<file path="config.mk">
export PLATFORM = sky130hd
export DESIGN_NAME = ccdcal_div_pipe
export DESIGN_NICKNAME = d
export VERILOG_FILES = /design/src/rtl/core/ccdcal_div_pipe.sv
export SDC_FILE = /design/constraint.sdc
export NUM_CORES = 2
export LEC_CHECK = 0
export BUFFER_PORTS_ARGS = -buffer_cell sky130_fd_sc_hd__buf_4
export CORE_MARGIN = 4
export CORE_UTILIZATION = 55
export CTS_BUF_LIST = sky130_fd_sc_hd__clkbuf_16
export CTS_CLUSTER_SIZE = 30
export DETAILED_ROUTE_END_ITERATION = 8
export PLACE_DENSITY = 0.75
export SYNTH_ARGS = -nofsm -noshare
export SYNTH_HDL_FRONTEND = slang
export SYNTH_SLANG_ARGS = --single-unit
</file>
<file path="constraint.sdc">
create_clock -name clk -period 7.65 [get_ports clk]
set_input_delay 0.3825 -clock clk [delete_from_list [all_inputs] [get_ports clk]]
set_output_delay 0.3825 -clock clk [all_outputs]
set_load 0.03 [all_outputs]
</file>
<file path="src/rtl/core/ccdcal_div_pipe.sv">
// pipelined restoring divider, one quotient bit per stage
`timescale 1ns / 1ps
`default_nettype none
module ccdcal_div_pipe #(
  parameter int unsigned DEN_W = 16,
  parameter int unsigned QUO_W = 35,
  parameter int unsigned TAG_W = 8
) (
  input  wire logic             clk,
  input  wire logic             rst_n,
  input  wire logic             en,
  input  wire logic             in_vld,
  input  wire logic [DEN_W-1:0] in_rem,
  input  wire logic [QUO_W-1:0] in_num,
  input  wire logic [DEN_W-1:0] in_den,
  input  wire logic [TAG_W-1:0] in_tag,
  output logic                  out_vld,
  output logic      [QUO_W-1:0] out_quo,
  output logic      [TAG_W-1:0] out_tag
);

  logic             vld_r  [1:QUO_W];
  logic [DEN_W-1:0] rem_r  [1:QUO_W];
  logic [QUO_W-1:0] work_r [1:QUO_W];
  logic [DEN_W-1:0] den_r  [1:QUO_W];
  logic [TAG_W-1:0] tag_r  [1:QUO_W];

  for (genvar k = 0; k < QUO_W; k++) begin : g_stage
    logic             cur_vld;
    logic [DEN_W-1:0] cur_rem;
    logic [QUO_W-1:0] cur_work;
    logic [DEN_W-1:0] cur_den;
    logic [TAG_W-1:0] cur_tag;
    logic [DEN_W:0]   wide;
    logic [DEN_W:0]   diff;
    logic             ge;

    // stage input
    if (k == 0) begin : g_first
      assign cur_vld  = in_vld;
      assign cur_rem  = in_rem;
      assign cur_work = in_num;
      assign cur_den  = in_den;
      assign cur_tag  = in_tag;
    end else begin : g_next
      assign cur_vld  = vld_r[k];
      assign cur_rem  = rem_r[k];
      assign cur_work = work_r[k];
      assign cur_den  = den_r[k];
      assign cur_tag  = tag_r[k];
    end

    // trial subtraction
    assign wide = {cur_rem, cur_work[QUO_W-1]};
    assign ge   = (wide >= {1'b0, cur_den});
    assign diff = wide - {1'b0, cur_den};

    always_ff @(posedge clk) begin
      if (!rst_n) begin
        vld_r[k+1] <= 1'b0;
      end else if (en) begin
        vld_r[k+1] <= cur_vld;
      end
    end

    always_ff @(posedge clk) begin
      if (en) begin
        rem_r[k+1]  <= ge ? diff[DEN_W-1:0] : wide[DEN_W-1:0];
        work_r[k+1] <= {cur_work[QUO_W-2:0], ge};
        den_r[k+1]  <= cur_den;
        tag_r[k+1]  <= cur_tag;
      end
    end
  end

  assign out_vld = vld_r[QUO_W];
  assign out_quo = work_r[QUO_W];
  assign out_tag = tag_r[QUO_W];

endmodule
`default_nettype wire

</file>
[After elaboration in Yosys (flattened, before gate mapping)]
Memory sizes are Yosys's and may differ from the RTL's.
Cells that the tools add are included.
Word-level totals
  memories kept: 5
  memory bits (writable): 2660
  output and inout bits: 44
  bits of input ports: 79
  bits in registers: 0
Operators by class
  multiplexer cells: 75
  add/sub/neg operators: 35
  bitwise logic cells: 35
  magnitude comparators: 35
Memories
  work_r: words 35, bits a word 35, read ports 35, clocked after Yosys merged registers in 0, wr ports 35, RTL line 24  | logic [QUO_W-1:0] work_r [1:QUO_W];
  den_r: words 35, bits a word 16, read ports 34, clocked after Yosys merged registers in 0, wr ports 35, RTL line 25  | logic [DEN_W-1:0] den_r [1:QUO_W];
  rem_r: words 35, bits a word 16, read ports 34, clocked after Yosys merged registers in 0, wr ports 35, RTL line 23  | logic [DEN_W-1:0] rem_r [1:QUO_W];
  tag_r: words 35, bits a word 8, read ports 35, clocked after Yosys merged registers in 0, wr ports 35, RTL line 26  | logic [TAG_W-1:0] tag_r [1:QUO_W];
  vld_r: words 35, bits a word 1, read ports 35, clocked after Yosys merged registers in 0, wr ports 35, RTL line 22  | logic vld_r [1:QUO_W];
Operators with widths (number)
  $ge 17x16->1: 35
  $mux 16: 35
  $sub 16x16->16: 35
  $mux 1: 40
  $or 1x1->1: 35

[Depth between registers and ports, before layout]
  depth in word-level cells: 4
  gate-level depth with buffers: 13

[Worst setup path after synthesis]
No wires, ideal clock.
  path type: in2reg
  start: input port in_den[1]
  end: register rem_r[0][24] (netlist name)
  setup slack: 4687 ps
  arrival time: 2703 ps
  stages: 11
  library setup time: 260 ps
  cells stage by stage: inv_1 -> ha_1 -> nor2b_4 -> o31a_1 -> o31ai_2 -> a21oi_2 -> o31ai_4 -> a211oi_2 -> a2111oi_4 -> buf_6 -> mux2_4
RTL lines
  from (decl): RTL line 15  | input wire logic [DEN_W-1:0] in_den,

==> impl_results.rst <==
.. list-table::
   :header-rows: 1

   * - Metric
     - Value
   * - Max_slew headroom
     - 25.4%
   * - Cell-by-cell trace of the critical path
     - inv_1 > ha_1 > nor2b_1 > o31ai_1 > a21oi_1 > o211ai_1 > a21oi_1 > o21ai_1 > and2_1 > mux2_2
   * - Setup crit start
     - den_r[0][417]
   * - Number of search-and-repair iterations in the first detailed-routing pass
     - 5
   * - Final Hold Slack
     - 55.8 ps
   * - Final routed wire length divided by cell count
     - 17.6 um
   * - Post-route core utilization
     - 62.3%
   * - Area of placed instances
     - 117000 sq um
   * - Critical path's slowest cell
     - and2_1
   * - Slew @ Worst Pin
     - 1120 ps
   * - Placeable core region
     - 203000 sq um
   * - Total power divided by cell area
     - 387 nW/um^2
   * - Worst setup slack before clock tree synthesis
     - 3940 ps
   * - Ports placed on the boundary
     - 123
   * - Final Worst Setup Slack
     - 3930 ps
   * - Clock group share of total power
     - 26.0%
   * - Detailed router's first-iteration violation count
     - 4503
   * - Endpoint of the worst hold-timing path
     - work_r[0][325]
   * - Root buffer cell
     - clkbuf_16
   * - Global-route wire length before repair
     - 306000 um
   * - Worst voltage drop across the vdd grid
     - 0.255 mV
   * - Bufs and invs on worst path
     - 1
   * - Standby leakage power
     - 48.2 nW
   * - Yosys warning count
     - 0
   * - Post-synthesis cell type with the largest combined area
     - edfxtp_1
   * - Final HPWL from detailed placement
     - 125000 um
   * - Worst-path clk slew
     - 60 ps
   * - Worst endpoint required time
     - 8260 ps
   * - Arrival time at the worst endpoint
     - 4330 ps
   * - Unrepaired setup endpoints after global routing
     - false
   * - Clock tree from TritonCTS
     - done
   * - Total nets after synthesis
     - 8112
   * - Chip width
     - 460 um
   * - Result of the run
     - finished, final reports clean
   * - Netlist area before placement
     - 113000 sq um
   * - Multi-input logic area
     - 30500 sq um
   * - Sequential cell area in the final layout
     - 78900 sq um
   * - Area fraction of the dominant cell type after synthesis
     - 70.1%
   * - GRT Util Overall
     - 17.8%
   * - Total negative slack for setup checks
     - 0 ps
   * - Minimum setup slack among reg-to-reg paths
     - 3930 ps
   * - Startpoint type of the worst setup path
     - flip-flop
   * - Synthesized area per cell
     - 15.1 sq um
   * - Net Sw Power
     - 14.9 mW
   * - FF-to-FF End
     - rem_r[0][443]
   * - Final critical-path share of the clock period
     - 48.7%
   * - Max H-tree Level
     - 5
   * - Fin cells
     - 10.7k
   * - Number of enable flip-flop cells after synthesis
     - 2628
   * - RePlAce Congestion
     - 0.882
   * - Register area share after synthesis
     - 70.1%
   * - Layout cells sized above 1
     - 11.6%
   * - Clk Latency, worst-skew pair
     - 890 ps
   * - Fraction of registers with async set or reset after synthesis
     - 0%
   * - Class of the tightest hold or removal check
     - in2reg
   * - Gate power share
     - 31.8%
   * - Pin count of the biggest net entering global routing
     - 188
   * - Initial Util
     - 55.5%
   * - Cts bufs inserted
     - 290
   * - Number of inserted filler cells in the final layout
     - 14.7k
   * - Worst Hold Launch
     - en
   * - Vias in the first global route
     - 59.0k
   * - WHS Path Cells
     - 1
   * - Number of setup buffers added after CTS
     - 0
   * - Worst Reg-to-Reg Cells
     - 10
   * - Synth area leaders
     - edfxtp_1 70%, ha_1 6.2%, mux2_2 3.3%
   * - Overflow left after global routing
     - 0
   * - Via density per instance
     - 5.53
   * - Area of the die
     - 212000 sq um
   * - Number of rows created at floorplan
     - 165
   * - Maximum clock skew at final layout
     - 41.2 ps
   * - Number of cells in the design after placement
     - 10.2k
   * - Resized cells post-CTS
     - 0
   * - Reg2Reg Launch Point
     - den_r[0][417]
   * - Number of cells produced by synthesis
     - 7439
   * - Int Pwr
     - 34.0 mW
   * - Number of setup violations in the final report
     - 0
   * - Max Fclk
     - 269 MHz
   * - Unique cell type count in the Yosys netlist
     - 95
   * - Detailed Route WL
     - 189000 um
   * - Switching portion of total power
     - 30.4%
   * - Height of the die
     - 460 um
   * - Critical path fanouts, max
     - 16
   * - Max-cap check violation count
     - 0
   * - Sequential share of power
     - 42.2%
   * - Overall via count from detail_route
     - 59.4k
   * - Clock tree buffer depth
     - 4
   * - Area growth from synthesis to layout
     - 12.2%
   * - Shortest clock period the worst path allows after layout
     - 3720 ps
   * - Count of buffers inserted at the top-level ports
     - 122
   * - Longest individual stage delay on the worst path
     - 690 ps
   * - Largest delay contributor family on the critical path
     - compound AO/OA/AOI/OAI gates
   * - Post-synthesis register bit count
     - 2628
   * - Final Hold Fails
     - 0
   * - Final antenna-violating net count
     - 0
   * - Cell repeated most along the worst path
     - a21oi_1
   * - Max-slew violation count
     - 0
   * - # hold bufs at CTS
     - 78
   * - Commonest register cell after synthesis
     - edfxtp_1
   * - Post-Layout Inst Area
     - 126000 sq um
   * - Number of antenna violations at the first check in global routing
     - 4
   * - Type of the worst setup path
     - reg2reg
   * - Total number of nets in the final design
     - 8546
   * - Total design power
     - 48.8 mW
   * - Type of destination of the critical path
     - flip-flop
   * - Number of sinks handled by clock tree synthesis
     - 2628
   * - Drc violations
     - 0
worst reg2reg max path: stages, from the launching register on:
cell and delay (ps):
edfxtp_1 430, inv_1 80, ha_1 240, nor2b_1 150, o31ai_1 380, a21oi_1 210
o211ai_1 220, a21oi_1 130, o21ai_1 520, and2_1 690, mux2_2 420
metal layers:
metal	vias to the layer above	GRT usage (%)	part of all wire, %
li1	28921	-	-
met1	28645	24.4	45
met2	1351	28.8	47
met3	471	2.85	4.4
met4	6	6.98	3.8
met5	-	0	0.024
registers in the layout (all words and copies together) (netlist names):
signal  cells
den_r     544
rem_r     544
tag_r     280
vld_r      35
work_r   1225
logic make-up after synthesis:
family	Yosys count	share of synthesized area [%]
and+or+nand+nor	1338	5.84
xor gates and xnor gates	344	2.68
adders and majority gates	594	6.83
DFF	2628	70.1
muxes	402	3.98
AOI/OAI and AO/OA	1325	7.75
buffers and inverters	808	2.78
layout by cell type (no fill, tap or decap), types with 119 or more instances in the layout:
cell       Yosys  layout
nand2_1      249     249
mux2_2       334     334
ha_1         560     560
clkbuf_16      0     298
edfxtp_1    2628    2628
o21a_1       132     132
a21oi_1      370     368
buf_4          6     142
nor3_1       142     142
nor2_1       387     387
xnor2_1      234     234
inv_1        715     766
o21ai_0      254     252
a21o_1       119     119
synth_stat cells (16+ instances only):
| library cell | instances |
|---|---|
| a211o_1 | 27 |
| a211oi_1 | 42 |
| a21boi_0 | 18 |
| a21o_1 | 119 |
| a21oi_1 | 370 |
| a31oi_1 | 47 |
| and2_1 | 16 |
| and3_1 | 66 |
| buf_2 | 33 |
| clkbuf_1 | 47 |
| edfxtp_1 | 2628 |
| fa_1 | 34 |
| ha_1 | 560 |
| inv_1 | 715 |
| mux2_2 | 334 |
| mux2i_1 | 59 |
| nand2_1 | 249 |
| nand2b_1 | 61 |
| nand3_1 | 102 |
| nand4_1 | 77 |
| nor2_1 | 387 |
| nor2b_1 | 95 |
| nor3_1 | 142 |
| nor4_1 | 32 |
| o2111ai_1 | 21 |
| o211ai_1 | 36 |
| o21a_1 | 132 |
| o21ai_0 | 254 |
| o21bai_1 | 30 |
| o31a_1 | 47 |
| o31ai_1 | 37 |
| o41ai_1 | 19 |
| or2_2 | 17 |
| or3_1 | 39 |
| xnor2_1 | 234 |
| xor2_1 | 110 |
power groups by stage:
stage               sequential (mW)  clock, mW  combinational, mW
finish                         20.6       12.7               15.5
global route                   20.8       13.8               17.3
CTS                            20.6       13.1               15.5
detailed placement             20.9          0               15.3
global placement               20.8          0               14.9
floorplan                      20.2          0               12.2
how the worst max path moves through the flow:
stage | end | slack (ps) | depth (start not counted)
floorplan | rem_r[0][24] | 4690 | 11
detailed placement | rem_r[0][537] | 3940 | 10
CTS | rem_r[0][537] | 3940 | 10
global route | rem_r[0][499] | 3730 | 10
finish | rem_r[0][443] | 3930 | 10
global placement | rem_r[0][531] | 3860 | 10
layout make-up:
type	count	area share, %
repair buffers	235	1.71
clock inverters	188	0.976
well taps	2672	2.65
clock buffers	298	5.91
diodes	1	0.00198
inverters	715	2.13
multi-input cells	4003	24.1
flip-flops and latches	2628	62.5
Power figures use the tool's default switching activity.
