$ cat src/rtl/core/ccdcal_sqrt_pipe.sv
// pipelined restoring integer square root, one root bit per stage
`timescale 1ns / 1ps
`default_nettype none
module ccdcal_sqrt_pipe #(
  parameter int unsigned RES_W = 20,
  parameter int unsigned TAG_W = 8
) (
  input  wire logic               clk,
  input  wire logic               rst_n,
  input  wire logic               en,
  input  wire logic               in_vld,
  input  wire logic [2*RES_W-1:0] in_rad,
  input  wire logic [TAG_W-1:0]   in_tag,
  output logic                    out_vld,
  output logic      [RES_W-1:0]   out_root,
  output logic      [TAG_W-1:0]   out_tag
);

  logic               vld_r  [1:RES_W];
  logic [RES_W:0]     rem_r  [1:RES_W];
  logic [RES_W-1:0]   root_r [1:RES_W];
  logic [2*RES_W-1:0] rad_r  [1:RES_W];
  logic [TAG_W-1:0]   tag_r  [1:RES_W];

  for (genvar k = 0; k < RES_W; k++) begin : g_stage
    logic               cur_vld;
    logic [RES_W:0]     cur_rem;
    logic [RES_W-1:0]   cur_root;
    logic [2*RES_W-1:0] cur_rad;
    logic [TAG_W-1:0]   cur_tag;
    logic [RES_W+2:0]   wide;
    logic [RES_W+2:0]   trial;
    logic [RES_W+2:0]   diff;
    logic               ge;

    // stage input
    if (k == 0) begin : g_first
      assign cur_vld  = in_vld;
      assign cur_rem  = '0;
      assign cur_root = '0;
      assign cur_rad  = in_rad;
      assign cur_tag  = in_tag;
    end else begin : g_next
      assign cur_vld  = vld_r[k];
      assign cur_rem  = rem_r[k];
      assign cur_root = root_r[k];
      assign cur_rad  = rad_r[k];
      assign cur_tag  = tag_r[k];
    end

    // bring down two radicand bits and try root*4+1
    assign wide  = {cur_rem, cur_rad[2*RES_W-1 -: 2]};
    assign trial = {1'b0, cur_root, 2'b01};
    assign ge    = (wide >= trial);
    assign diff  = wide - trial;

    always_ff @(posedge clk) begin
      if (!rst_n) begin
        vld_r[k+1] <= 1'b0;
      end else if (en) begin
        vld_r[k+1] <= cur_vld;
      end
    end

    always_ff @(posedge clk) begin
      if (en) begin
        rem_r[k+1]  <= ge ? diff[RES_W:0] : wide[RES_W:0];
        root_r[k+1] <= {cur_root[RES_W-2:0], ge};
        rad_r[k+1]  <= {cur_rad[2*RES_W-3:0], 2'b00};
        tag_r[k+1]  <= cur_tag;
      end
    end
  end

  assign out_vld  = vld_r[RES_W];
  assign out_root = root_r[RES_W];
  assign out_tag  = tag_r[RES_W];

endmodule
`default_nettype wire

$ cat config.mk
export PLATFORM = sky130hd
export DESIGN_NAME = ccdcal_sqrt_pipe
export DESIGN_NICKNAME = d
export VERILOG_FILES = /design/src/rtl/core/ccdcal_sqrt_pipe.sv
export SDC_FILE = /design/constraint.sdc
export NUM_CORES = 1
export LEC_CHECK = 0
export ABC_AREA = 0
export BUFFER_PORTS_ARGS = -buffer_cell sky130_fd_sc_hd__buf_2
export CAP_MARGIN = 20
export CORE_MARGIN = 2
export CORE_UTILIZATION = 60
export DETAILED_ROUTE_END_ITERATION = 10
export PLACE_DENSITY = 0.77
export SLEW_MARGIN = 20
export SYNTH_ARGS = -nofsm -noshare
export SYNTH_HDL_FRONTEND = slang
export SYNTH_SLANG_ARGS = --single-unit
$ cat constraint.sdc
create_clock -name clk -period 4 [get_ports clk]
set_clock_uncertainty 0.05 [all_clocks]
set_input_delay 0.4 -clock clk [delete_from_list [all_inputs] [get_ports clk]]
set_output_delay 0.4 -clock clk [all_outputs]
set_load 0.01 [all_outputs]
* Word-level counts from Yosys, hierarchy flattened *
Memory sizes are Yosys's and may differ from the RTL's.
Index checks and enable logic that the tools add are counted.

storage, ports and cells
  register bits = 0
  bits in writable memories = 1760
  input bits = 52
  output and inout port bits = 29
  word-level logic and storage cells = 110
  memories kept = 5

memories
  name    words  width  read ports  clocked after memory_dff  wr ports  line  text
  rad_r   20     38     19          0                         20        22    logic [2*RES_W-1:0] rad_r [1:RES_W];
  rem_r   20     21     19          0                         20        20    logic [RES_W:0] rem_r [1:RES_W];
  root_r  20     20     20          0                         20        21    logic [RES_W-1:0] root_r [1:RES_W];
  tag_r   20     8      20          0                         20        23    logic [TAG_W-1:0] tag_r [1:RES_W];
  vld_r   20     1      20          0                         20        19    logic vld_r [1:RES_W];

operators by class
  add/subtract/negate cells = 20
  order comparisons = 20
  muxes and demuxes = 45
  bitwise operators = 20

operators with widths
  cell                                                  count
  >= comparator 23 x 22 -> 1 bit                        19
  2-to-1 mux 21 bit                                     20
  subtractor 21 bit                                     19
  2-to-1 mux 1 bit                                      25
  OR 1 bit                                              20
  subtractor 2 x 1 -> 3 bit (second input constant)     1
  >= comparator 2 x 1 -> 1 bit (second input constant)  1

* Logic depth before layout (Yosys ltp) *
  word-level depth = 4
  mapped depth = 13
  mapped depth without buffers = 11

* Worst setup path before layout *
Ideal clock, no wire load.

  path type = register to register
  start = register, netlist name rem_r[4][21]
  end = register, netlist name rem_r[4][62]
  library setup time = 0.260 ns
  arrival time = 2.566 ns
  required time = 3.690 ns
  setup slack = 1.124 ns
  cell stages (with the launch flop) = 10
  buffers on the path = 0
  period minus slack after synthesis = 2.876 ns
  path through = edfxtp_1 ha_1 nor2b_1 o31ai_1 a2111oi_0 a311oi_2 o21ai_1 a311o_1 a21oi_1 mux2_2

==> summary by stage <==
Floorplan
Row generation in the floorplan step produced 105 rows. Once the floorplan was initialized, standard cells occupied 60.7% of the core. In this run the count of I/O pins placed on the die edge is 81. The chip height is 292 µm.

The overall die area is 0.0854 mm². The standard cell core area is 0.0821 mm². The die outline width is 292 µm.

Worst hold path
The beginning of the worst hold path is en. The type of the tightest min-delay check is in2reg. The worst hold path terminates at rad_r[0][39]$_DFFE_PP_. Along the worst hold path, the cell count comes to 1.

Detailed routing
The detailed router finished its first iteration with 1,825 violations. The final route contains 27,600 vias. Dividing the detail-routed via count by the number of cells gives 5.59. The average detailed-routed wire length per instance is 17.1 µm. The remaining routing DRC violations is 0. The total wire length after detailed routing is 84,600 µm.

Once detail routing completed, the nets flagged for antenna violations numbered 0. The total iterations of the first detailed-routing run is 6.

Synth
Counting every net in the synthesized netlist gives 3,829. The largest area contributor in the netlist is sky130_fd_sc_hd__edfxtp_1. Synthesis produced a netlist whose cell count is 3,546. Synthesis instantiated 80 different standard cells from the library.

The total of flip-flops plus latches after synthesis is 1,143. The synthesized design contains 1,143 enable-type register cells. The warning count from the yosys run is 0.

The combined area of all synthesized cells is 0.0499 mm². For this run, asynchronously set or reset flops after synthesis account for 0%. The proportion of synthesized chip area in sequential cells is 68.9%. The commonest register cell after synthesis is sky130_fd_sc_hd__edfxtp_1.

After synthesis, the cell types taking the most area are sky130_fd_sc_hd__edfxtp_1 69%, sky130_fd_sc_hd__ha_1 5.8%, sky130_fd_sc_hd__xnor2_1 2.8%. The synthesized area per cell is 14.1 µm². Summed over its instances, the top area cell type makes up 68.9% of the synthesized netlist area.

Critical path
The startpoint type of the worst setup path is a flop. The family of cells with the greatest summed delay on the critical path is compound AO/OA/AOI/OAI gates. The worst reg2reg path startpoint is rem_r[3][63]$_DFFE_PP_. The setup slack on the worst flop-to-flop path is 0.50 ns.

The number of cell instances on the worst register-to-register path is 9. The critical path's slowest cell is sky130_fd_sc_hd__a211oi_1. The most prevalent standard cell on the critical path is sky130_fd_sc_hd__a211oi_1. The critical path goes through ha_1 > o21ai_0 > a211oi_1 > a21oi_1 > a211oi_1 > nor2b_1 > or4_1 > nor4_2 > xor2_1. The worst register-to-register path ends at rem_r[4][20]$_DFFE_PP_. For the worst setup path, the data arrival time is 3.88 ns. The number of gates on the worst path with buffers counted is 9.

The worst-path maximum fanout is 6. On the worst path, the slowest cell contributes a delay of 0.64 ns. The beginning of the critical path is rem_r[3][63]$_DFFE_PP_.

The number of buffer and inverter stages on the critical path is 0. The critical path is of the reg2reg type. The data required time of the critical path is 4.38 ns. The worst setup path is captured at a flop.

Timing
The worst-case headroom to the max-slew limit is 35.6%. The final-report max-slew violation count is 0. The number of endpoints with negative hold slack in the final report was 0.

Setup repair after global routing left no endpoint under its margin. The fmax is 0.286 GHz. The final critical path takes up 87.4% of the cycle. The shortest clock period the worst path allows after layout is 3.50 ns. The measured slew at the worst slew-check pin is 0.966 ns. Setup violations remaining at the end of the flow were counted as 0. Hold timing on the final database bottoms out at a slack of 0.120 ns. After routing, the total negative slack on setup checks comes to 0 ns.

Placement
The count of buffers added on input and output ports is 80. The number of placed instances, taps included, is 4,676. The post-detailed-placement half-perimeter wirelength is 56,100 µm. The final RePlAce weighted congestion is 0.945.

Clock network
For this design, the CTS-stage hold fixing added 50 buffers. In this run, CTS created clock tree buffers numbering 112. The number of setup buffers added after CTS is 0. In this run the clock root is driven by a sky130_fd_sc_hd__clkbuf_16. The CTS clock-pin slew for the worst setup and hold paths is 0.06 ns. The number of H-tree levels is 3.

The later pin in the worst-skew pair is clocked with a latency of 0.69 ns. The TritonCTS sink count is 1,143. In this run, post-CTS repair resized a total of 0 instances. The clock tree from TritonCTS is built.

The clock passes through at most 3 buffers.

Power
Power spread over the standard cell area amounts to 542 mW/mm². The maximum ir drop on the vdd rail is 0.000443 V. The leakage power total is 21.3 nW.

Layout
The net count of the finished layout is 4,053. Leaving out fill and tap cells, the most frequent cell in the layout is sky130_fd_sc_hd__edfxtp_1. The layout cell share with drive strength beyond 1 is 9.22%. In the layout the commonest cells are 1,143 x sky130_fd_sc_hd__edfxtp_1, 287 x sky130_fd_sc_hd__inv_1, 231 x sky130_fd_sc_hd__ha_1, 217 x sky130_fd_sc_hd__nand2_1, 211 x sky130_fd_sc_hd__a21oi_1. Compared with the post-synthesis result, the final layout area differs by 12.3%. Counting the fill cells in the layout gives 5,469. The final standard cell count with taps included and fillers excluded is 4,933.

Global route
The total overflow left after global routing is 0. The wire length of the first global-routing pass is 137,000 µm. The number of global-route vias before repair is 27,200. Global routing used 19.9% of the available tracks across all layers. Entering global routing, the biggest net connects 145 pins. The number of antenna violations at the first check in global routing is 2.

Run
The reported max-cap violation count is 0.

Run status
The flow ran to the end, and the final reports show no timing, DRC or antenna violations.
[registers in the layout (all words and copies together), names as in the netlist]
name,flops
root_r,210
vld_r,20
rad_r,380
tag_r,160
rem_r,373
[synthesized netlist by cell type (12+ instances only)]
cell,instances
sky130_fd_sc_hd__a21oi_1,211
sky130_fd_sc_hd__buf_2,14
sky130_fd_sc_hd__nand4_1,34
sky130_fd_sc_hd__nand3_1,41
sky130_fd_sc_hd__or4_1,24
sky130_fd_sc_hd__and2_1,14
sky130_fd_sc_hd__nor2b_1,33
sky130_fd_sc_hd__edfxtp_1,1143
sky130_fd_sc_hd__xnor2_1,160
sky130_fd_sc_hd__xor2_1,138
sky130_fd_sc_hd__mux2_2,38
sky130_fd_sc_hd__nor4_1,51
sky130_fd_sc_hd__a21o_1,50
sky130_fd_sc_hd__or3_1,34
sky130_fd_sc_hd__and3_1,33
sky130_fd_sc_hd__nor2_1,202
sky130_fd_sc_hd__or2_2,17
sky130_fd_sc_hd__o31ai_1,19
sky130_fd_sc_hd__nand2_1,217
sky130_fd_sc_hd__nand2b_1,42
sky130_fd_sc_hd__ha_1,231
sky130_fd_sc_hd__o21ai_0,157
sky130_fd_sc_hd__a211oi_1,12
sky130_fd_sc_hd__clkbuf_1,34
sky130_fd_sc_hd__o211ai_1,15
sky130_fd_sc_hd__o21bai_1,20
sky130_fd_sc_hd__nor3_1,67
sky130_fd_sc_hd__a31oi_1,15
sky130_fd_sc_hd__o21a_1,46
sky130_fd_sc_hd__inv_1,287
[where the power goes]
part | internal, mW | total, mW | switching, mW
combinational | 1.97 | 4.45 | 2.48
clock | 5.96 | 10.4 | 4.43
sequential | 14.8 | 15.5 | 0.716
[logic make-up after synthesis]
| logic type | count (synthesis) | share of synthesized area, % |
|---|---|---|
| buf+inv | 343 | 2.63 |
| mux | 50 | 1.12 |
| flops | 1143 | 68.9 |
| other cells | 1 | 0.00752 |
| simple gates | 846 | 8.49 |
| fa+ha+maj | 231 | 5.80 |
| xor+xnor | 298 | 5.24 |
| compound gates | 634 | 7.87 |
[through the flow]
| step | instance area, µm² | worst slack (ns) | total power [mW] | util, % |
|---|---|---|---|---|
| after detailed placement | 51800 | 0.626 | 20.1 | 63.1 |
| after global placement | 51800 | 0.692 | 20.0 | 63.1 |
| final | 56000 | 0.503 | 30.4 | 68.2 |
| after global routing | 56000 | 0.291 | 31.8 | 68.2 |
| after floorplan | 49900 | 1.12 | 18.7 | - |
| after CTS | 56000 | 0.612 | 30.6 | 68.2 |
[worst max-delay path by stage]
stage	to	slack [ns]
after global placement	rem_r[4][32]$_DFFE_PP_	0.69
after floorplan	rem_r[4][62]$_DFFE_PP_	1.12
final	rem_r[4][20]$_DFFE_PP_	0.50
after CTS	rem_r[4][43]$_DFFE_PP_	0.61
after detailed placement	rem_r[4][20]$_DFFE_PP_	0.63
after global routing	rem_r[4][43]$_DFFE_PP_	0.29
[metal layers]
layer	GRT usage [%]	vias up	part of all wire [%]	wire length [µm]
met3	3.56	181	4.9	4170
met2	33.6	657	49	41200
met4	6.85	0	3.0	2520
li1	-	13600	-	-
met1	26.3	13100	43	36700
met5	0	-	0	0
[area by class of cell]
cell class                      instances  area (µm²)  area share [%]
Antenna cell                            1        2.50         0.00447
Clock buffer                          137        2900            5.17
Clock inverter                         69         797            1.42
Inverter                              289        1080            1.94
Multi-Input combinational cell       2060       14200            25.4
Sequential cell                      1143       34300            61.3
Tap cell                             1070        1340            2.39
Timing Repair Buffer                  164        1310            2.34
(Power assumes the default switching activity.)
